### config.mk
export PLATFORM = sky130hd
export DESIGN_NAME = modbus_rtu_response_receiver
export DESIGN_NICKNAME = d
export VERILOG_FILES = /design/src/rtl/core/mbrx_pkg.sv /design/src/rtl/core/mbrx_crc_serial.sv /design/src/rtl/core/mbrx_frame_buf.sv /design/src/rtl/core/modbus_rtu_response_receiver.sv
export SDC_FILE = /design/constraint.sdc
export NUM_CORES = 1
export LEC_CHECK = 0
export ABC_CLOCK_PERIOD_IN_PS = 4300
export CAP_MARGIN = 20
export CORE_UTILIZATION = 35
export CTS_CLUSTER_SIZE = 16
export DETAILED_ROUTE_END_ITERATION = 7
export DONT_BUFFER_PORTS = 1
export GPL_ROUTABILITY_DRIVEN = 0
export HOLD_SLACK_MARGIN = 0.1
export PLACE_DENSITY_LB_ADDON = 0.15
export SLEW_MARGIN = 20
export SYNTH_ARGS = -nofsm -noshare
export SYNTH_HDL_FRONTEND = slang
export SYNTH_SLANG_ARGS = --single-unit
export TNS_END_PERCENT = 100
### constraint.sdc
create_clock -name clk -period 4.3 [get_ports clk]
set_input_delay 0.215 -clock clk [delete_from_list [all_inputs] [get_ports clk]]
set_output_delay 0.215 -clock clk [all_outputs]
set_load 0.02 [all_outputs]
### src/rtl/core/mbrx_pkg.sv
// Package for the Modbus RTU response receiver.
// Holds status and mode codes, CRC constants, the control state type and the CRC command struct.
// No dependencies.
package mbrx_pkg;

    localparam logic [2:0] STAT_READ_OK   = 3'd0;
    localparam logic [2:0] STAT_READ_EXC  = 3'd1;
    localparam logic [2:0] STAT_CRC_ERR   = 3'd2;
    localparam logic [2:0] STAT_TOO_LONG  = 3'd3;
    localparam logic [2:0] STAT_WRITE_ACK = 3'd4;
    localparam logic [2:0] STAT_WRITE_EXC = 3'd5;

    localparam logic [1:0] MODE_READ  = 2'd1;
    localparam logic [1:0] MODE_WRITE = 2'd2;

    localparam logic CFG_STATION = 1'b0;
    localparam logic CFG_MODE    = 1'b1;

    localparam logic [7:0] STATION_RESET = 8'h01;

    localparam logic [15:0] CRC_INIT = 16'hFFFF;
    localparam logic [15:0] CRC_POLY = 16'hA001;

    localparam logic [8:0] FRAME_OVERHEAD = 9'd5;
    localparam logic [8:0] EXC_FRAME_LEN  = 9'd5;
    localparam logic [8:0] WRITE_FRAME_LEN = 9'd8;
    localparam int         DATA_OFFSET    = 3;

    typedef enum logic [2:0] {
        S_IDLE,
        S_EVAL,
        S_CRC_WAIT,
        S_RD_LO,
        S_RD_HI,
        S_EMIT,
        S_RUN_RD,
        S_RUN_EMIT
    } rx_state_t;

    typedef struct packed {
        logic       init;
        logic       start;
        logic [7:0] data;
    } crc_cmd_t;

endpackage

### src/rtl/core/mbrx_crc_serial.sv
// Bit-serial CRC-16/MODBUS engine: one shift of the reflected polynomial per cycle while busy and no command arrives.
// Takes a byte per start command and shifts it through all eight bits before busy drops.
// Depends on mbrx_pkg.
module mbrx_crc_serial (
    input  logic               clk,
    input  logic               rst_n,
    input  mbrx_pkg::crc_cmd_t cmd,
    output logic               busy,
    output logic [15:0]        crc_value
);
    import mbrx_pkg::*;

    logic [15:0] crc_reg, crc_next;
    logic [2:0]  bit_cnt_reg, bit_cnt_next;
    logic        busy_reg, busy_next;

    always_ff @(posedge clk or negedge rst_n)
    begin
        if (!rst_n)
        begin
            crc_reg     <= CRC_INIT;
            bit_cnt_reg <= '0;
            busy_reg    <= 1'b0;
        end
        else
        begin
            crc_reg     <= crc_next;
            bit_cnt_reg <= bit_cnt_next;
            busy_reg    <= busy_next;
        end
    end

    always_comb
    begin
        crc_next     = crc_reg;
        bit_cnt_next = bit_cnt_reg;
        busy_next    = busy_reg;
        priority if (cmd.start)
        begin
            crc_next     = (cmd.init ? CRC_INIT : crc_reg) ^ {8'h00, cmd.data};
            bit_cnt_next = '0;
            busy_next    = 1'b1;
        end
        else if (cmd.init)
        begin
            crc_next = CRC_INIT;
        end
        else if (busy_reg)
        begin
            crc_next     = crc_reg[0] ? ((crc_reg >> 1) ^ CRC_POLY) : (crc_reg >> 1);
            bit_cnt_next = bit_cnt_reg + 3'd1;
            if (bit_cnt_reg == 3'd7)
            begin
                busy_next = 1'b0;
            end
        end
        else
        begin
            crc_next = crc_reg;
        end
    end

    assign busy      = busy_reg;
    assign crc_value = crc_reg;

endmodule

### src/rtl/core/mbrx_frame_buf.sv
// Frame byte store: one write port, one read port with registered read data.
// No reset; entries are only read after being written in the current frame.
// No dependencies.
module mbrx_frame_buf #(
    parameter  int DEPTH = 64,
    localparam int AW    = $clog2(DEPTH)
) (
    input  logic          clk,
    input  logic          wr_en,
    input  logic [AW-1:0] wr_addr,
    input  logic [7:0]    wr_data,
    input  logic          rd_en,
    input  logic [AW-1:0] rd_addr,
    output logic [7:0]    rd_data
);
    logic [7:0] mem [DEPTH];
    logic [7:0] rd_data_reg;

    always_ff @(posedge clk)
    begin
        if (wr_en)
        begin
            mem[wr_addr] <= wr_data;
        end
    end

    always_ff @(posedge clk)
    begin
        if (rd_en)
        begin
            rd_data_reg <= mem[rd_addr];
        end
    end

    assign rd_data = rd_data_reg;

endmodule

### src/rtl/core/modbus_rtu_response_receiver.sv
// Modbus RTU response receiver: frame control, config registers and result register.
// Instantiates mbrx_crc_serial and mbrx_frame_buf; depends on mbrx_pkg.
//
//   channel  dir  handshake               payload
//   rx       in   rx_valid / rx_stall     rx_byte
//   res      out  res_valid / res_stall   frame_status, data_valid, data_byte, last_result
//   cfg      in   cfg_valid / cfg_ready   cfg_index, cfg_data
//
// A byte dropped outside a frame stays in S_IDLE; a stored byte goes through S_EVAL and
// S_CRC_WAIT, which waits out the bit-serial CRC if the byte enters it. A closing byte reads
// the CRC bytes in S_EVAL and S_RD_LO and checks them in S_RD_HI; one result follows, or one
// per data byte on a read response (single buffer read port). A length failure goes to S_EMIT.
// Reset is immediate; the frame buffer needs no clearing pass.
// A stalled result holds its register; the block waits on it only when the next result is due.
module modbus_rtu_response_receiver #(
    parameter int BUF_DEPTH = 64
) (
    input  logic       clk,
    input  logic       rst_n,
    input  logic       rx_valid,
    output logic       rx_stall,
    input  logic [7:0] rx_byte,
    output logic       res_valid,
    input  logic       res_stall,
    output logic [2:0] frame_status,
    output logic       data_valid,
    output logic [7:0] data_byte,
    output logic       last_result,
    input  logic       cfg_valid,
    output logic       cfg_ready,
    input  logic       cfg_index,
    input  logic [7:0] cfg_data
);
    import mbrx_pkg::*;

    localparam int         AW      = $clog2(BUF_DEPTH);
    localparam logic [8:0] DEPTH_W = 9'(BUF_DEPTH);

    rx_state_t     state_reg, state_next;
    logic [7:0]    station_reg;
    logic [1:0]    mode_reg;
    logic          frame_open_reg, frame_open_next;
    logic [AW-1:0] idx_reg, idx_next;
    logic [7:0]    byte_reg, byte_next;
    logic [7:0]    func_reg, func_next;
    logic [7:0]    count_reg, count_next;
    logic [7:0]    lo_reg, lo_next;
    logic [7:0]    rem_reg, rem_next;
    logic [AW-1:0] ptr_reg, ptr_next;
    logic [2:0]    pend_status_reg, pend_status_next;
    logic          pend_dv_reg, pend_dv_next;
    logic [7:0]    pend_data_reg, pend_data_next;

    logic          res_valid_reg;
    logic [2:0]    status_out_reg;
    logic          dv_out_reg;
    logic [7:0]    data_out_reg;
    logic          last_out_reg;

    logic          load_out;
    logic [2:0]    load_status;
    logic          load_dv;
    logic [7:0]    load_data;
    logic          load_last;

    crc_cmd_t      crc_cmd;
    logic          crc_busy;
    logic [15:0]   crc_value;

    logic          wr_en;
    logic [AW-1:0] wr_addr;
    logic          rd_en;
    logic [AW-1:0] rd_addr;
    logic [7:0]    rd_data;

    logic          mode_ok;
    logic          exc;
    logic [8:0]    total;
    logic [8:0]    idx_w;
    logic          too_long;
    logic [AW-1:0] eff_idx;
    logic          slot_free;

    mbrx_crc_serial u_crc (
        .clk       (clk),
        .rst_n     (rst_n),
        .cmd       (crc_cmd),
        .busy      (crc_busy),
        .crc_value (crc_value)
    );

    mbrx_frame_buf #(
        .DEPTH (BUF_DEPTH)
    ) u_buf (
        .clk     (clk),
        .wr_en   (wr_en),
        .wr_addr (wr_addr),
        .wr_data (rx_byte),
        .rd_en   (rd_en),
        .rd_addr (rd_addr),
        .rd_data (rd_data)
    );

    assign rx_stall  = (state_reg != S_IDLE);
    assign cfg_ready = (state_reg == S_IDLE) && !rx_valid;

    always_ff @(posedge clk or negedge rst_n)
    begin
        if (!rst_n)
        begin
            station_reg <= STATION_RESET;
            mode_reg    <= '0;
        end
        else if (cfg_valid && cfg_ready)
        begin
            unique case (cfg_index)
                CFG_STATION: station_reg <= cfg_data;
                CFG_MODE:    mode_reg    <= cfg_data[1:0];
                default:     mode_reg    <= mode_reg;
            endcase
        end
    end

    assign mode_ok   = (mode_reg == MODE_READ) || (mode_reg == MODE_WRITE);
    assign exc       = func_reg[7];
    assign idx_w     = 9'(idx_reg);
    assign eff_idx   = frame_open_reg ? idx_reg : '0;
    assign slot_free = !res_valid_reg || !res_stall;

    always_comb
    begin
        priority if (exc)
        begin
            total = EXC_FRAME_LEN;
        end
        else if (mode_reg == MODE_READ)
        begin
            total = {1'b0, count_reg} + FRAME_OVERHEAD;
        end
        else
        begin
            total = WRITE_FRAME_LEN;
        end
    end

    assign too_long = (mode_reg == MODE_READ) && !exc && (total > DEPTH_W);

    always_ff @(posedge clk or negedge rst_n)
    begin
        if (!rst_n)
        begin
            state_reg      <= S_IDLE;
            frame_open_reg <= 1'b0;
            idx_reg        <= '0;
            rem_reg        <= '0;
            ptr_reg        <= '0;
        end
        else
        begin
            state_reg      <= state_next;
            frame_open_reg <= frame_open_next;
            idx_reg        <= idx_next;
            rem_reg        <= rem_next;
            ptr_reg        <= ptr_next;
        end
    end

    always_ff @(posedge clk)
    begin
        byte_reg        <= byte_next;
        func_reg        <= func_next;
        count_reg       <= count_next;
        lo_reg          <= lo_next;
        pend_status_reg <= pend_status_next;
        pend_dv_reg     <= pend_dv_next;
        pend_data_reg   <= pend_data_next;
    end

    always_comb
    begin
        state_next       = state_reg;
        frame_open_next  = frame_open_reg;
        idx_next         = idx_reg;
        byte_next        = byte_reg;
        func_next        = func_reg;
        count_next       = count_reg;
        lo_next          = lo_reg;
        rem_next         = rem_reg;
        ptr_next         = ptr_reg;
        pend_status_next = pend_status_reg;
        pend_dv_next     = pend_dv_reg;
        pend_data_next   = pend_data_reg;
        crc_cmd          = '0;
        crc_cmd.data     = byte_reg;
        wr_en            = 1'b0;
        wr_addr          = eff_idx;
        rd_en            = 1'b0;
        rd_addr          = ptr_reg;
        load_out         = 1'b0;
        load_status      = pend_status_reg;
        load_dv          = pend_dv_reg;
        load_data        = pend_data_reg;
        load_last        = 1'b1;

        unique case (state_reg)
            S_IDLE:
            begin
                if (rx_valid)
                begin
                    priority if (!mode_ok)
                    begin
                        frame_open_next = 1'b0;
                        idx_next        = '0;
                        crc_cmd.init    = 1'b1;
                    end
                    else if (!frame_open_reg && (rx_byte != station_reg))
                    begin
                        state_next = S_IDLE;
                    end
                    else
                    begin
                        crc_cmd.init    = !frame_open_reg;
                        frame_open_next = 1'b1;
                        wr_en           = 1'b1;
                        byte_next       = rx_byte;
                        idx_next        = eff_idx;
                        if (eff_idx == AW'(1))
                        begin
                            func_next = rx_byte;
                        end
                        if (eff_idx == AW'(2))
                        begin
                            count_next = rx_byte;
                        end
                        state_next = S_EVAL;
                    end
                end
            end
            S_EVAL:
            begin
                priority if (idx_reg < AW'(2))
                begin
                    crc_cmd.start = 1'b1;
                    idx_next      = idx_reg + AW'(1);
                    state_next    = S_CRC_WAIT;
                end
                else if (too_long)
                begin
                    pend_status_next = STAT_TOO_LONG;
                    pend_dv_next     = 1'b0;
                    pend_data_next   = '0;
                    frame_open_next  = 1'b0;
                    idx_next         = '0;
                    crc_cmd.init     = 1'b1;
                    state_next       = S_EMIT;
                end
                else if ((idx_w + 9'd1) < total)
                begin
                    crc_cmd.start = ((idx_w + 9'd2) < total);
                    idx_next      = idx_reg + AW'(1);
                    state_next    = S_CRC_WAIT;
                end
                else
                begin
                    rd_en      = 1'b1;
                    rd_addr    = AW'(total - 9'd2);
                    state_next = S_RD_LO;
                end
            end
            S_CRC_WAIT:
            begin
                if (!crc_busy)
                begin
                    state_next = S_IDLE;
                end
            end
            S_RD_LO:
            begin
                lo_next    = rd_data;
                rd_en      = 1'b1;
                rd_addr    = AW'(total - 9'd1);
                state_next = S_RD_HI;
            end
            S_RD_HI:
            begin
                frame_open_next = 1'b0;
                idx_next        = '0;
                crc_cmd.init    = 1'b1;
                pend_dv_next    = 1'b0;
                pend_data_next  = '0;
                state_next      = S_EMIT;
                priority if ({rd_data, lo_reg} != crc_value)
                begin
                    pend_status_next = STAT_CRC_ERR;
                end
                else if (exc)
                begin
                    pend_status_next = (mode_reg == MODE_READ) ? STAT_READ_EXC
                                                               : STAT_WRITE_EXC;
                    pend_dv_next     = 1'b1;
                    pend_data_next   = count_reg;
                end
                else if (mode_reg == MODE_WRITE)
                begin
                    pend_status_next = STAT_WRITE_ACK;
                end
                else if (count_reg == 8'd0)
                begin
                    pend_status_next = STAT_READ_OK;
                end
                else
                begin
                    ptr_next   = AW'(DATA_OFFSET);
                    rem_next   = count_reg;
                    state_next = S_RUN_RD;
                end
            end
            S_EMIT:
            begin
                if (slot_free)
                begin
                    load_out   = 1'b1;
                    state_next = S_IDLE;
                end
            end
            S_RUN_RD:
            begin
                rd_en      = 1'b1;
                rd_addr    = ptr_reg;
                state_next = S_RUN_EMIT;
            end
            S_RUN_EMIT:
            begin
                load_status = STAT_READ_OK;
                load_dv     = 1'b1;
                load_data   = rd_data;
                load_last   = (rem_reg == 8'd1);
                if (slot_free)
                begin
                    load_out   = 1'b1;
                    rem_next   = rem_reg - 8'd1;
                    ptr_next   = ptr_reg + AW'(1);
                    state_next = (rem_reg == 8'd1) ? S_IDLE : S_RUN_RD;
                end
            end
            default:
            begin
                state_next = S_IDLE;
            end
        endcase
    end

    // result register: one beat held until taken
    always_ff @(posedge clk or negedge rst_n)
    begin
        if (!rst_n)
        begin
            res_valid_reg <= 1'b0;
        end
        else if (load_out)
        begin
            res_valid_reg <= 1'b1;
        end
        else if (!res_stall)
        begin
            res_valid_reg <= 1'b0;
        end
    end

    always_ff @(posedge clk)
    begin
        if (load_out)
        begin
            status_out_reg <= load_status;
            dv_out_reg     <= load_dv;
            data_out_reg   <= load_data;
            last_out_reg   <= load_last;
        end
    end

    assign res_valid    = res_valid_reg;
    assign frame_status = status_out_reg;
    assign data_valid   = dv_out_reg;
    assign data_byte    = data_out_reg;
    assign last_result  = last_out_reg;

    a_closed_frame_idx: assert property (@(posedge clk) disable iff (!rst_n)
        !frame_open_reg |-> (idx_reg == '0))
        else $error("closed frame with nonzero byte index");

    a_idle_crc_done: assert property (@(posedge clk) disable iff (!rst_n)
        (state_reg == S_IDLE) |-> !crc_busy)
        else $error("idle while CRC engine busy");

    a_run_nonempty: assert property (@(posedge clk) disable iff (!rst_n)
        (state_reg == S_RUN_EMIT) |-> (rem_reg != 8'd0))
        else $error("data run with nothing left");

    a_beat_source: assert property (@(posedge clk) disable iff (!rst_n)
        $rose(res_valid_reg) |->
            ($past(state_reg) == S_EMIT) || ($past(state_reg) == S_RUN_EMIT))
        else $error("result beat outside an emit state");

endmodule

Yosys cells after proc, flatten, opt, wreduce, memory -nomap -nowiden
Memory sizes are Yosys's and may differ from the RTL's. A register that Yosys moved wholly into a read port is not among the register bits.
Cells that the tools add are included.
{"block": "totals", "ff_bits": 112, "ramBits": 512, "input_bits": 22, "out_inout_bits": 16, "elab_cells": 205, "mem_count": 1}
{"memory": "u_buf.mem", "depth": 64, "width": 8, "read_ports": 1, "rd_ports_with_merged_regs": 1, "write_ports": 1, "line_no": "mbrx_frame_buf.sv:16", "rtl": "logic [7:0] mem [DEPTH];"}
{"block": "classes", "add_sub_neg": 9, "magnitude_cmp": 4, "eq_ne": 31, "n_mux": 100, "bitwise_logic": 4, "n_reduce_logical": 34}
{"cell": "$mux 6", "count": 15}
{"cell": "$mux 16", "count": 5}
{"cell": "$mux 8", "count": 10}
{"cell": "$mux 3", "count": 18}
{"cell": "$mux 1", "count": 35}
{"cell": "$pmux 8 s2", "count": 2}
{"cell": "$ne 2x2->1 const B", "count": 12}
{"cell": "$pmux 3 s8", "count": 1}
{"cell": "$pmux 6 s2", "count": 2}
{"cell": "$reduce_and 5->1", "count": 4}
{"cell": "$lt 7x9->1", "count": 2}
{"cell": "$mux 9", "count": 2}
{"cell": "$pmux 6 s3", "count": 1}
{"cell": "$ne 16x16->1", "count": 1}
{"cell": "$xor 16x8->16", "count": 1}
{"cell": "$eq 3x3->1 const B", "count": 5}
{"cell": "$add 6x1->6 const B", "count": 2}
{"cell": "$reduce_and 4->1", "count": 3}
{"cell": "$add 8x3->9 const B", "count": 1}
{"cell": "$gt 9x7->1 const B", "count": 1}
{"cell": "$reduce_bool 3->1", "count": 3}
{"cell": "$eq 8x1->1 const B", "count": 1}
{"cell": "$logic_not 8->1", "count": 1}
{"cell": "$mux 2", "count": 4}
{"cell": "other kinds (32)", "count": 50}

Longest topological paths before layout
Gate-level depths: netlist of the first run.
{"block": "logic_depth", "word_depth": 11, "mapped_depth": 21, "depth_no_buf": 18}

By module
Synthesis of the first run repeated with hierarchy kept, for this count alone.
{"block": "unflattened", "hier_cells": 1549, "hier_area_um2": 26223.9}
{"mod": "mbrx_frame_buf", "instances": 1, "cells_each": 972, "area_each_um2": 20270.7, "seq_area_each_um2": 15615.0}
{"mod": "modbus_rtu_response_receiver", "instances": 1, "cells_each": 479, "area_each_um2": 4918.5, "seq_area_each_um2": 2378.5}
{"mod": "mbrx_crc_serial", "instances": 1, "cells_each": 98, "area_each_um2": 1034.7, "seq_area_each_um2": 520.5}

Worst setup path before layout of the first run
No wires, ideal clock.
{"block": "synth_timing", "kind": "reg-to-reg", "from": "register count_reg[0]", "to": "register u_buf.rd_data_reg[6] (netlist: u_buf.rd_data[6]), read port of u_buf.mem, data pin", "setup_time_ns": 0.261, "arrival_ns": 4.083, "required_time_ns": 4.039, "setup_slack_ns": -0.044, "path_stages_with_launch": 17, "n_path_buf": 1, "period_less_slack_ns": 4.344, "path_cell_list": "edfxtp_1 -> ha_1 -> nand2b_1 -> a31oi_1 -> ha_1 -> a21o_1 -> a211oi_1 -> o21ai_1 -> nor3b_4 -> o31ai_4 -> buf_4 -> nor2_8 -> mux2_1 -> a221o_1 -> a211oi_1 -> o31ai_1 -> o311a_1"}
{"block": "synth_between", "elab_chain_len": 8, "elab_cells_between_ends": 16, "cone_classes": "add/sub (3); order compare (2); mux (10); reduce/logical (1)"}
{"element": "start: declaration", "line_no": "modbus_rtu_response_receiver.sv:46", "rtl": "logic [7:0] count_reg, count_next;"}
{"element": "start signal: assignment", "line_no": "modbus_rtu_response_receiver.sv:172", "rtl": "count_reg <= count_next;"}
{"element": "$add 8x3->9 (*)", "line_no": "modbus_rtu_response_receiver.sv:138", "rtl": "total = {1'b0, count_reg} + FRAME_OVERHEAD;"}
{"element": "$mux 9 (*)", "line_no": "modbus_rtu_response_receiver.sv:136", "rtl": "else if (mode_reg == MODE_READ)"}
{"element": "$mux 9 (*)", "line_no": "modbus_rtu_response_receiver.sv:132", "rtl": "priority if (exc)"}
{"element": "$lt 7x9->1, or another cell as far along", "line_no": "modbus_rtu_response_receiver.sv:257", "rtl": "else if ((idx_w + 9'd1) < total)"}
{"element": "$mux 6, or another cell as far along", "line_no": "modbus_rtu_response_receiver.sv:257"}
{"element": "$mux 6 / $mux 1 (equally long branches)", "line_no": "modbus_rtu_response_receiver.sv:247", "rtl": "else if (too_long)"}
{"element": "$mux 6 / $mux 1 (equally long branches)", "line_no": "modbus_rtu_response_receiver.sv:241", "rtl": "priority if (idx_reg < AW'(2))"}
{"element": "$pmux 6 s2 / $pmux 1 s2 (equally long branches)", "line_no": "modbus_rtu_response_receiver.sv:205", "rtl": "unique case (state_reg)"}
{"element": "end: declaration", "line_no": "mbrx_frame_buf.sv:17", "rtl": "logic [7:0] rd_data_reg;"}
Every way passes the cells marked *; elsewhere a longest branch is shown, timed or not.
A chain may end at the register's enable or synchronous reset.

Worst setup path after layout of the first run
{"block": "layout_timing", "from": "register count_reg[1]", "to": "register u_buf.rd_data_reg[3] (netlist: u_buf.rd_data[3]), read port of u_buf.mem, data pin"}
Same word-level chain as after synthesis.

==> reports/results.txt, run 1 <==
status - finished, final reports clean
Ys Warns - 0
Seq/Total Area, Yosys - 68.2%
Worst Setup End Kind - flip-flop
DRT iter0 DRCs - 1894
most frequent cells in the layout - 570 x edfxtp_1, 445 x nand2_1, 198 x buf_4
Final Hold Vio Count - 0
Ant. Diodes - 0
antenna viol nets, final - 0
first-pass GRT wire length - 126000 um
Final Net Count - 2477
Clock Tree Root - clkbuf_16
Placement Setup Slack - -0.456 ns
Initial Util - 35.6%
flops & latches, synth - 625
# placed instances - 3300
Mapped Nets - 2232
WL final - 86900 um
DIE AREA - 78700 um^2
most common cell after layout, fill and taps aside - edfxtp_1
deepest level of the CTS H-tree - 3
max reg flops - 512
Critical Path Most Common Cell - buf_4
Finished Cell Area - 34800 um^2
Synth async-reset ratio - 8.80%
share of layout cells above drive strength 1 - 24.2%
Post-route DRC - 0
Synth cell types - 83
Final WS setup - 0.0809 ns
syn_area_per_cell - 12.4 um^2
critical path's largest stage delay - 0.46 ns
Overall Global Routing Usage - 21.7%
Hold Crit Class - input port to asynchronous set/reset pin
CTS tree - done
synthesized instance count - 2187
cell breakdown of the critical path - ha_2, buf_4, o2111a_2, mux2i_4, buf_4, a211oi_2, o21ai_2, or3b_4, a21boi_4, buf_6, nor2_4, clkbuf_16, buf_4, clkbuf_16, nand2_1, nand3_1, a31oi_1, a32oi_2, and4_1
CP max FO - 9
Core Area - 76300 um^2
largest net degree at the start of global routing - 68
Slew HR - 39.8%
Setup CP Type - flip-flop to flip-flop
worst skew pair latency - 0.62 ns
VDD IR max - 0.000407 V
antenna violations before repair - 3
chip height - 280 um
row cnt - 101
Leakage - 12.1 nW
Worst-path clk slew - 0.06 ns
post-DP HPWL - 50700 um
Post-synth EDFFs - 570
vias per cell - 5.45
vias in the first global route - 19157
pwr dens - 769 nW/um^2
total of max-cap violations - 0
Max clock buf depth - 3
Num Clock Sinks - 625
Cell Area, Synth - 27100 um^2
Pre-Repair DR Iteration Count - 5
Top reg by flops - u_buf.mem
Total Neg Setup Slack - 0 ns
CP max-delay cell - or3b_4
final setup vio count - 0
vias - 19171
fin crit period - 4.22 ns
Most used DFF post-synth - edfxtp_1
fin crit share - 98.1%
CTS Buf Count - 72
fin cells - 3516
Crit path required time - 4.67 ns
startpoint types - flip-flop
Crit path arrival time - 4.59 ns
WL/cell - 24.7 um
Area growth syn-to-layout - 28.1%
dpl cell area - 29800 um^2
fmax - 237 MHz
grt total ovfl - 0
PortBufs - 0
fillers - 6906
Final Slew Violations - 0
Least-Margin Pin Slew - 0.900 ns
Final Skew - 0.0251 ns
RSZ-0062 raised after global routing - yes
IO Count - 38
die width - 280 um
power by group:
| part | internal [mW] | leakage, nW | total [mW] | switching [mW] |
|---|---|---|---|---|
| combinational | 5.59 | 5.15 | 12.9 | 7.36 |
| clock | 3.67 | 1.15 | 6.20 | 2.54 |
| sequential | 7.15 | 5.78 | 7.58 | 0.428 |
layout make-up:
cell class / instances / area [um^2] / share of cell area, %
Timing Repair Buffer: 308 / 3460 / 9.94
Tap cell: 1030 / 1290 / 3.71
Clock buffer: 85 / 1870 / 5.38
Clock inverter: 43 / 483 / 1.39
Sequential cell: 625 / 18500 / 53.2
Inverter: 15 / 56.3 / 0.162
Multi-Input combinational cell: 1410 / 9100 / 26.2
final timing paths:
check | startpoint | to | slack, ns | cells after the start
setup / recovery | count_reg[1] | u_buf.rd_data[3] | 0.08 | 19
hold / removal | rst_n | station_reg[4] | 0.14 | 2
setup reg to reg | count_reg[1] | u_buf.rd_data[3] | 0.08 | 19
hold reg to reg | byte_reg[2] | u_crc.crc_value[2] | 0.45 | 1
max in group asynchronous | rst_n | u_crc.crc_value[13] | 3.81 | 2
min in group clk | cfg_valid | station_reg[6] | 0.14 | 2
critical path, delay by kind of cell, from the launching register on:
family / cells / cell delay [ns]
AO/OA/AOI/OAI: 6 / 1.26
adder cells (fa/ha/maj): 1 / 0.22
flip-flops: 1 / 0.39
AND/OR/NAND/NOR: 5 / 0.90
buffers and inverters: 6 / 0.98
multiplexers: 1 / 0.21
kinds of logic (layout without fill, tap and decap cells):
group	Yosys count	in the layout	synth area share, %
adders and majority gates	25	25	1.13
muxes	43	43	1.67
DFF	625	625	68.2
and+or+nand+nor	929	930	15.5
buffers and inverters	153	451	2.57
AOI/OAI and AO/OA	366	366	9.45
xor gates and xnor gates	46	46	1.48
what timing repair did:
item,in CTS,in global routing
hold endpoints to repair,614,0
resized for setup,58,176
cloned,5,12
hold buffers,35,0
pin swaps,20,85
buffers inserted,9,33
endpoints found under the setup margin,8,8
stage by stage:
| step | utilization [%] | hold WS [ns] | total power [mW] |
|---|---|---|---|
| after floorplan | - | -0.0806 | 13.0 |
| after global placement | 39.0 | -0.0788 | 17.3 |
| after detailed placement | 39.0 | -0.0786 | 17.3 |
| after CTS | 43.5 | 0.110 | 24.6 |
| after global routing | 45.6 | 0.141 | 27.9 |
| final | 45.6 | 0.139 | 26.7 |
layer usage:
layer  up-vias  track usage, %  routed length, um
met5         -               0                  0
met4         0            6.25               2420
met3       130            3.36               4750
met2       638            35.2              41000
met1      9702            30.1              38800
li1       8701               -                  -
synthesized netlist by cell type, types with 4 or more instances:
master	n	area, um^2
or3_1	4	25.0
buf_2	57	285
nor3_1	14	70.1
nand2_1	452	1700
dfstp_2	17	447
a21oi_1	27	135
o31ai_1	6	45.0
edfxtp_1	570	17100
o21ai_0	83	415
nand3_1	199	996
and2_1	13	81.3
mux2i_1	25	250
and3_1	57	357
o21ai_1	16	80.1
nor2_1	114	428
a211oi_1	4	30.0
mux2_2	17	191
clkbuf_1	67	251
a22oi_1	26	195
dfrtp_1	38	951
nor2b_1	12	75.1
buf_4	8	60.1
a32oi_1	21	184
nand4_1	8	50.1
a32o_1	4	40.0
ha_1	23	288
a31oi_1	61	382
xnor2_1	12	105
and4_1	8	70.1
nor4_1	9	56.3
a311oi_1	58	508
o22ai_1	11	68.8
inv_1	15	56.3
nand2b_1	20	125
xor2_1	34	298
a21o_1	6	45.0
Power figures use the tool's default switching activity.
==> run 2: changes to the inputs <==
--- a/config.mk
+++ b/config.mk
@@ -5,7 +5,7 @@
 export SDC_FILE = /design/constraint.sdc
 export NUM_CORES = 1
 export LEC_CHECK = 0
-export ABC_CLOCK_PERIOD_IN_PS = 4300
+export ABC_CLOCK_PERIOD_IN_PS = 4600
 export CAP_MARGIN = 20
 export CORE_UTILIZATION = 35
 export CTS_CLUSTER_SIZE = 16
@@ -13,6 +13,7 @@
 export DONT_BUFFER_PORTS = 1
 export GPL_ROUTABILITY_DRIVEN = 0
 export HOLD_SLACK_MARGIN = 0.1
+export MAX_ROUTING_LAYER = met4
 export PLACE_DENSITY_LB_ADDON = 0.15
 export SLEW_MARGIN = 20
 export SYNTH_ARGS = -nofsm -noshare
==> constraint.sdc (replaced) <==
create_clock -name clk -period 4.6 [get_ports clk]
set_input_delay 0.23 -clock clk [delete_from_list [all_inputs] [get_ports clk]]
set_output_delay 0.23 -clock clk [all_outputs]
set_load 0.02 [all_outputs]
==> reports/results.txt, run 2 (synthesis results as in run 1) <==
die width - 280 um (unchanged)
first-pass GRT wire length - 125000 um (was 126000 um)
CTS tree - done (unchanged)
r2r startpoint - mode_reg[1] (was count_reg[1])
DRT iter0 DRCs - 1902 (was 1894)
Finished Cell Area - 32700 um^2 (was 34800 um^2)
CP max FO - 16 (was 9)
fin crit share - 97.7% (was 98.1%)
antenna viol nets, final - 0 (unchanged)
IO Count - 38 (unchanged)
antenna violations before repair - 2 (was 3)
final setup vio count - 0 (unchanged)
Max clock buf depth - 3 (unchanged)
max reg flops - 512 (unchanged)
most frequent cells in the layout - 570 x edfxtp_1, 452 x nand2_1, 197 x nand3_1 (was 570 x edfxtp_1, 445 x nand2_1, 198 x buf_4)
most common cell after layout, fill and taps aside - edfxtp_1 (unchanged)
Top reg by flops - u_buf.mem (unchanged)
Slew HR - 33.5% (was 39.8%)
Num Clock Sinks - 625 (unchanged)
fin crit period - 4.50 ns (was 4.22 ns)
worst skew pair latency - 0.62 ns (about the same)
dpl cell area - 29200 um^2 (was 29800 um^2)
vias in the first global route - 18424 (was 19157)
critical path's largest stage delay - 0.49 ns (was 0.46 ns)
Final Skew - 0.0238 ns (was 0.0251 ns)
PortBufs - 0 (unchanged)
total of max-cap violations - 0 (unchanged)
grt total ovfl - 0 (unchanged)
Setup CP Type - flip-flop to flip-flop (unchanged)
Worst-path clk slew - 0.06 ns (about the same)
vias per cell - 5.52 (was 5.45)
Min Hold Slack - 0.165 ns (was 0.139 ns)
Final Util - 42.9% (was 45.6%)
WL/cell - 25.2 um (was 24.7 um)
VDD IR max - 0.000394 V (was 0.000407 V)
Core Area - 76300 um^2 (unchanged)
cell breakdown of the critical path - inv_1, ha_1, buf_4, nor3b_1, mux2i_4, a211oi_1, o21ai_2, nor3b_4, buf_4, o31a_4, buf_12, buf_12, buf_4, nand3_1, and3_1, a311oi_1, a31oi_4, a22oi_1, and4_1 (was ha_2, buf_4, o2111a_2, mux2i_4, buf_4, a211oi_2, o21ai_2, or3b_4, a21boi_4, buf_6, nor2_4, clkbuf_16, buf_4, clkbuf_16, nand2_1, nand3_1, a31oi_1, a32oi_2, and4_1)
deepest level of the CTS H-tree - 3 (unchanged)
Pre-Repair DR Iteration Count - 6 (was 5)
Final Slew Violations - 0 (unchanged)
row cnt - 101 (unchanged)
Worst Setup End Kind - flip-flop (unchanged)
Critical Path Most Common Cell - buf_4 (unchanged)
RSZ-0062 raised after global routing - yes (unchanged)
Leakage - 11.3 nW (was 12.1 nW)
chip height - 280 um (unchanged)
fmax - 222 MHz (was 237 MHz)
largest net degree at the start of global routing - 68 (unchanged)
Clock Tree Root - clkbuf_16 (unchanged)
Overall Global Routing Usage - 22.2% (was 21.7%)
status - finished, final reports clean (unchanged)
Post-route DRC - 0 (unchanged)
Least-Margin Pin Slew - 0.994 ns (was 0.900 ns)
Crit path required time - 5.09 ns (was 4.67 ns)
flop2flop setup slack - 0.10 ns (was 0.08 ns)
post-DP HPWL - 50700 um (about the same)
share of layout cells above drive strength 1 - 16.0% (was 24.2%)
pwr dens - 710 nW/um^2 (was 769 nW/um^2)
final total power - 23.2 mW (was 26.7 mW)
Final Hold Vio Count - 0 (unchanged)
Final Net Count - 2369 (was 2477)
Initial Util - 35.6% (unchanged)
WL final - 86100 um (was 86900 um)
worst r2r path cells - 19 (unchanged)
Crit path arrival time - 4.99 ns (was 4.59 ns)
capturing point of the worst reg2reg path - u_buf.rd_data[1] (was u_buf.rd_data[3])
vias - 18854 (was 19171)
Area growth syn-to-layout - 20.6% (was 28.1%)
Hold Crit Class - input port to asynchronous set/reset pin (unchanged)
DIE AREA - 78700 um^2 (unchanged)
CP max-delay cell - a311oi_1 (was or3b_4)
CTS Buf Count - 73 (was 72)
startpoint types - flip-flop (unchanged)
==> run 2: changes by cell type in the layout (fill, tap and decap cells not counted), moves of 11 or more <==
cell	previous run	this run
a22oi_1	15	26
nand3_1	186	197
a31oi_1	25	43
a311oi_1	13	53
a311oi_2	42	5
buf_6	16	3
buf_4	198	130
a22oi_2	11	0
a31oi_4	15	4
==> run 2: power breakdown <==
part / leakage, nW / internal (mW) / switching [mW] / total, mW
combinational: 4.32 / 3.99 / 6.31 / 10.3
sequential: 5.78 / 6.68 / 0.396 / 7.08
clock: 1.17 / 3.48 / 2.39 / 5.87
total: 11.3 / 14.2 / 9.09 / 23.2
==> run 2: per-layer routing <==
metal | part of all wire (%) | vias up | GRT usage (%)
met2 | 47 | 682 | 34.8
met3 | 6.1 | 143 | 3.75
li1 | - | 8473 | -
met5 | 0 | - | -
met1 | 44 | 9556 | 29.9
met4 | 2.5 | 0 | 5.90
==> run 2: repair_timing <==
item,4_1_cts,5_1_grt
gates cloned,0,7
setup endpoints to repair,6,8
pin swaps,0,14
hold buffers,31,0
resized for setup,4,50
buffers inserted,0,21
hold endpoints to repair,627,0
==> run 2: stage by stage <==
| stage | cells | setup WS [ns] | setup TNS [ns] |
|---|---|---|---|
| after global routing | 3412 | -0.0742 | -0.299 |
| final | 3413 | 0.104 | 0 |
| after CTS | 3384 | 0.000355 | 0 |
| after global placement | 3220 | -0.0108 | -0.0108 |
| after floorplan | 2187 | 0.256 | 0 |
| after detailed placement | 3220 | -0.0389 | -0.0729 |
==> run 2: final cells by class <==
class	count	area [um^2]
diodes	1	2.50
clock buffers	85	1900
clock inverters	48	502
fillers	7117	43600
inverters	15	56.3
multi-input cells	1410	8250
flip-flops and latches	625	18500
well taps	1030	1290
repair buffers	199	2220
==> run 2: worst max-delay path by stage <==
stage | start | endpoint | slack, ns | cells after the start
after floorplan | count_reg[0] | u_buf.rd_data[6] | 0.26 | 16
after global placement | count_reg[0] | u_buf.rd_data[1] | -0.01 | 17
after detailed placement | count_reg[0] | u_buf.rd_data[1] | -0.04 | 17
after CTS | count_reg[0] | u_buf.rd_data[1] | 0.0004 | 21
after global routing | mode_reg[1] | u_buf.rd_data[1] | -0.07 | 19
final | mode_reg[1] | u_buf.rd_data[1] | 0.10 | 19
==> run 2: critical path: cells and delay by family (launching register included) <==
family,cells,cell delay [ns]
AO/OA/AOI/OAI,6,1.41
adder cells (fa/ha/maj),1,0.28
buffers and inverters,6,0.94
flip-flops,1,0.39
multiplexers,1,0.16
AND/OR/NAND/NOR,5,1.16
==> run 3: changes to the inputs <==
--- a/config.mk
+++ b/config.mk
@@ -6,15 +6,16 @@
 export NUM_CORES = 1
 export LEC_CHECK = 0
 export ABC_CLOCK_PERIOD_IN_PS = 4600
+export BUFFER_PORTS_ARGS = -buffer_cell sky130_fd_sc_hd__buf_2
 export CAP_MARGIN = 20
+export CORE_MARGIN = 4
 export CORE_UTILIZATION = 35
 export CTS_CLUSTER_SIZE = 16
 export DETAILED_ROUTE_END_ITERATION = 7
-export DONT_BUFFER_PORTS = 1
 export GPL_ROUTABILITY_DRIVEN = 0
 export HOLD_SLACK_MARGIN = 0.1
 export MAX_ROUTING_LAYER = met4
-export PLACE_DENSITY_LB_ADDON = 0.15
+export PLACE_DENSITY = 0.55
 export SLEW_MARGIN = 20
 export SYNTH_ARGS = -nofsm -noshare
 export SYNTH_HDL_FRONTEND = slang
==> reports/results.txt, run 3 (synthesis results as in run 1) <==
status - finished, final reports clean (unchanged)
Final Slew Violations - 0 (unchanged)
most common cell after layout, fill and taps aside - edfxtp_1 (unchanged)
Initial Util - 35.5% (was 35.6%)
final total power - 21.9 mW (was 23.2 mW)
antenna violations before repair - 7 (was 2)
WL/cell - 23.5 um (was 25.2 um)
Core Area - 76500 um^2 (was 76300 um^2)
Final Util - 42.3% (was 42.9%)
Final Hold Vio Count - 0 (unchanged)
worst skew pair latency - 0.63 ns (was 0.62 ns)
total of max-cap violations - 0 (unchanged)
vias in the first global route - 18283 (was 18424)
row cnt - 101 (unchanged)
share of layout cells above drive strength 1 - 16.2% (was 16.0%)
worst r2r path cells - 18 (was 19)
startpoint types - flip-flop (unchanged)
Post-route DRC - 0 (unchanged)
Leakage - 11.1 nW (was 11.3 nW)
Crit path arrival time - 4.87 ns (was 4.99 ns)
Worst Setup End Kind - flip-flop (unchanged)
post-DP HPWL - 51400 um (was 50700 um)
Max clock buf depth - 3 (unchanged)
Crit path required time - 4.98 ns (was 5.09 ns)
Final Skew - 0.0220 ns (was 0.0238 ns)
hold path depth - 2
die width - 286 um (was 280 um)
Final Net Count - 2367 (was 2369)
DRT iter0 DRCs - 2318 (was 1902)
Top reg by flops - u_buf.mem (unchanged)
Buf/Inv on CP - 4 (was 6)
Pre-Repair DR Iteration Count - 7 (was 6)
Overall Global Routing Usage - 19.5% (was 22.2%)
cell breakdown of the critical path - ha_2, nand2b_1, a31oi_2, ha_1, a21o_1, a211oi_2, o21ai_2, nor3b_4, buf_4, nor2_2, buf_4, o31ai_4, buf_12, buf_12, a311oi_1, a31oi_1, a22oi_2, and4_1 (was inv_1, ha_1, buf_4, nor3b_1, mux2i_4, a211oi_1, o21ai_2, nor3b_4, buf_4, o31a_4, buf_12, buf_12, buf_4, nand3_1, and3_1, a311oi_1, a31oi_4, a22oi_1, and4_1)
largest net degree at the start of global routing - 67 (was 68)
CTS tree - done (unchanged)
Total Neg Setup Slack - 0 ns (unchanged)
PortBufs - 37 (was 0)
fin crit period - 4.49 ns (was 4.50 ns)
grt total ovfl - 0 (unchanged)
first-pass GRT wire length - 118000 um (was 125000 um)
IO Count - 38 (unchanged)
capturing point of the worst reg2reg path - u_buf.rd_data[1] (unchanged)
DR WL met3 - 5950 um (was 5240 um)
fmax - 223 MHz (was 222 MHz)
CP max-delay cell - a31oi_1 (was a311oi_1)
Slew HR - 35.2% (was 33.5%)
Hold Crit Class - input port to flip-flop (was input port to asynchronous set/reset pin)
deepest level of the CTS H-tree - 3 (unchanged)
Num Clock Sinks - 625 (unchanged)
r2r startpoint - count_reg[0] (was mode_reg[1])
Worst-path clk slew - 0.06 ns (about the same)
fin crit share - 97.6% (was 97.7%)
metal2 WL - 37300 um (was 40500 um)
max reg flops - 512 (unchanged)
vias per cell - 5.51 (was 5.52)
register area - 18500 um^2 (unchanged)
Final WS setup - 0.113 ns (was 0.104 ns)
max layer used - met4 (unchanged)
CP max FO - 58 (was 16)
met1 WL - 33800 um (was 38200 um)
Setup CP Type - flip-flop to flip-flop (unchanged)
Clock Tree Root - clkbuf_16 (unchanged)
DIE AREA - 82100 um^2 (was 78700 um^2)
VDD IR max - 0.000314 V (was 0.000394 V)
Ant. Diodes - 0 (was 1)
WL final - 80100 um (was 86100 um)
dpl cell area - 29400 um^2 (was 29200 um^2)
Finished Cell Area - 32300 um^2 (was 32700 um^2)
final setup vio count - 0 (unchanged)
most frequent cells in the layout - 570 x edfxtp_1, 451 x nand2_1, 198 x nand3_1 (was 570 x edfxtp_1, 452 x nand2_1, 197 x nand3_1)
Hold EP - u_buf.mem[1][0]
Area growth syn-to-layout - 19.0% (was 20.6%)
vias - 18760 (was 18854)
Placement Setup Slack - -0.107 ns (was -0.0389 ns)
delay-heaviest family, CP - compound AO/OA/AOI/OAI gates (unchanged)
min-delay src - rx_byte[0]
CTS Buf Count - 69 (was 73)
pwr dens - 678 nW/um^2 (was 710 nW/um^2)
antenna viol nets, final - 0 (unchanged)
flop2flop setup slack - 0.11 ns (was 0.10 ns)
chip height - 286 um (was 280 um)
critical path's largest stage delay - 0.41 ns (was 0.49 ns)
fillers - 6975 (was 7117)
Least-Margin Pin Slew - 0.969 ns (was 0.994 ns)
footprint of the multi-input gates - 8250 um^2 (unchanged)
-- run 3: changes by cell type in the layout (fill, tap and decap cells not counted), sizes merged, moves of 2 or more --
cell / delta
clkinvlp: -3
inv: -3
clkinv: -2
buf: +13
dlygate4sd3: -8
-- run 3: per-layer routing --
metal | track usage [%] | vias to the layer above
li1 | - | 8462
met1 | 26.4 | 9373
met2 | 29.8 | 787
met3 | 3.19 | 138
met4 | 7.30 | 0
met5 | - | -
-- run 3: final cells by class --
cell class | count | area share [%]
Timing Repair Buffer | 202 | 5.88
Sequential cell | 625 | 57.3
Clock buffer | 86 | 5.67
Clock inverter | 40 | 1.47
Multi-Input combinational cell | 1409 | 25.5
Tap cell | 1030 | 3.99
Inverter | 15 | 0.174
-- run 3: worst max path at each step --
stage	startpoint	endpoint	slack, ns	depth (start not counted)
2_1_floorplan	count_reg[0]	u_buf.rd_data[6]	0.26	16
3_3_place_gp	mode_reg[1]	u_buf.rd_data[1]	-0.11	19
3_5_place_dp	count_reg[0]	u_buf.rd_data[1]	-0.11	18
4_1_cts	count_reg[0]	u_buf.rd_data[1]	-0.03	19
5_1_grt	count_reg[0]	u_buf.rd_data[0]	-0.02	18
6_report	count_reg[0]	u_buf.rd_data[1]	0.11	18
-- run 3: timing repair --
item,CTS,global route
pin swaps,1,11
hold buffers,14,0
endpoints found under the hold margin,66,0
setup endpoints to repair,7,8
cloned,0,4
resized for setup,3,55
buffers inserted,1,10
-- run 3: worst register-to-register path, delay by kind of cell (launching register included) --
family | cells | cell delay [ns]
buf+inv | 4 | 0.78
simple gates | 4 | 0.66
flops | 1 | 0.40
compound gates | 8 | 1.93
fa+ha+maj | 2 | 0.49
-- run 3: stage by stage --
step | std cells | hold WS, ns
after floorplan | 2187 | -0.0656
after global placement | 3252 | 0.418
after detailed placement | 3252 | 0.425
after CTS | 3393 | 0.225
after global routing | 3407 | 0.214
final | 3407 | 0.248
-- run 3: where the power goes --
group / switching (mW) / leakage (nW) / internal (mW) / total, mW
registers: 0.374 / 5.78 / 6.68 / 7.06
logic: 5.73 / 4.21 / 3.50 / 9.23
clock network: 2.28 / 1.12 / 3.36 / 5.63
total: 8.38 / 11.1 / 13.5 / 21.9
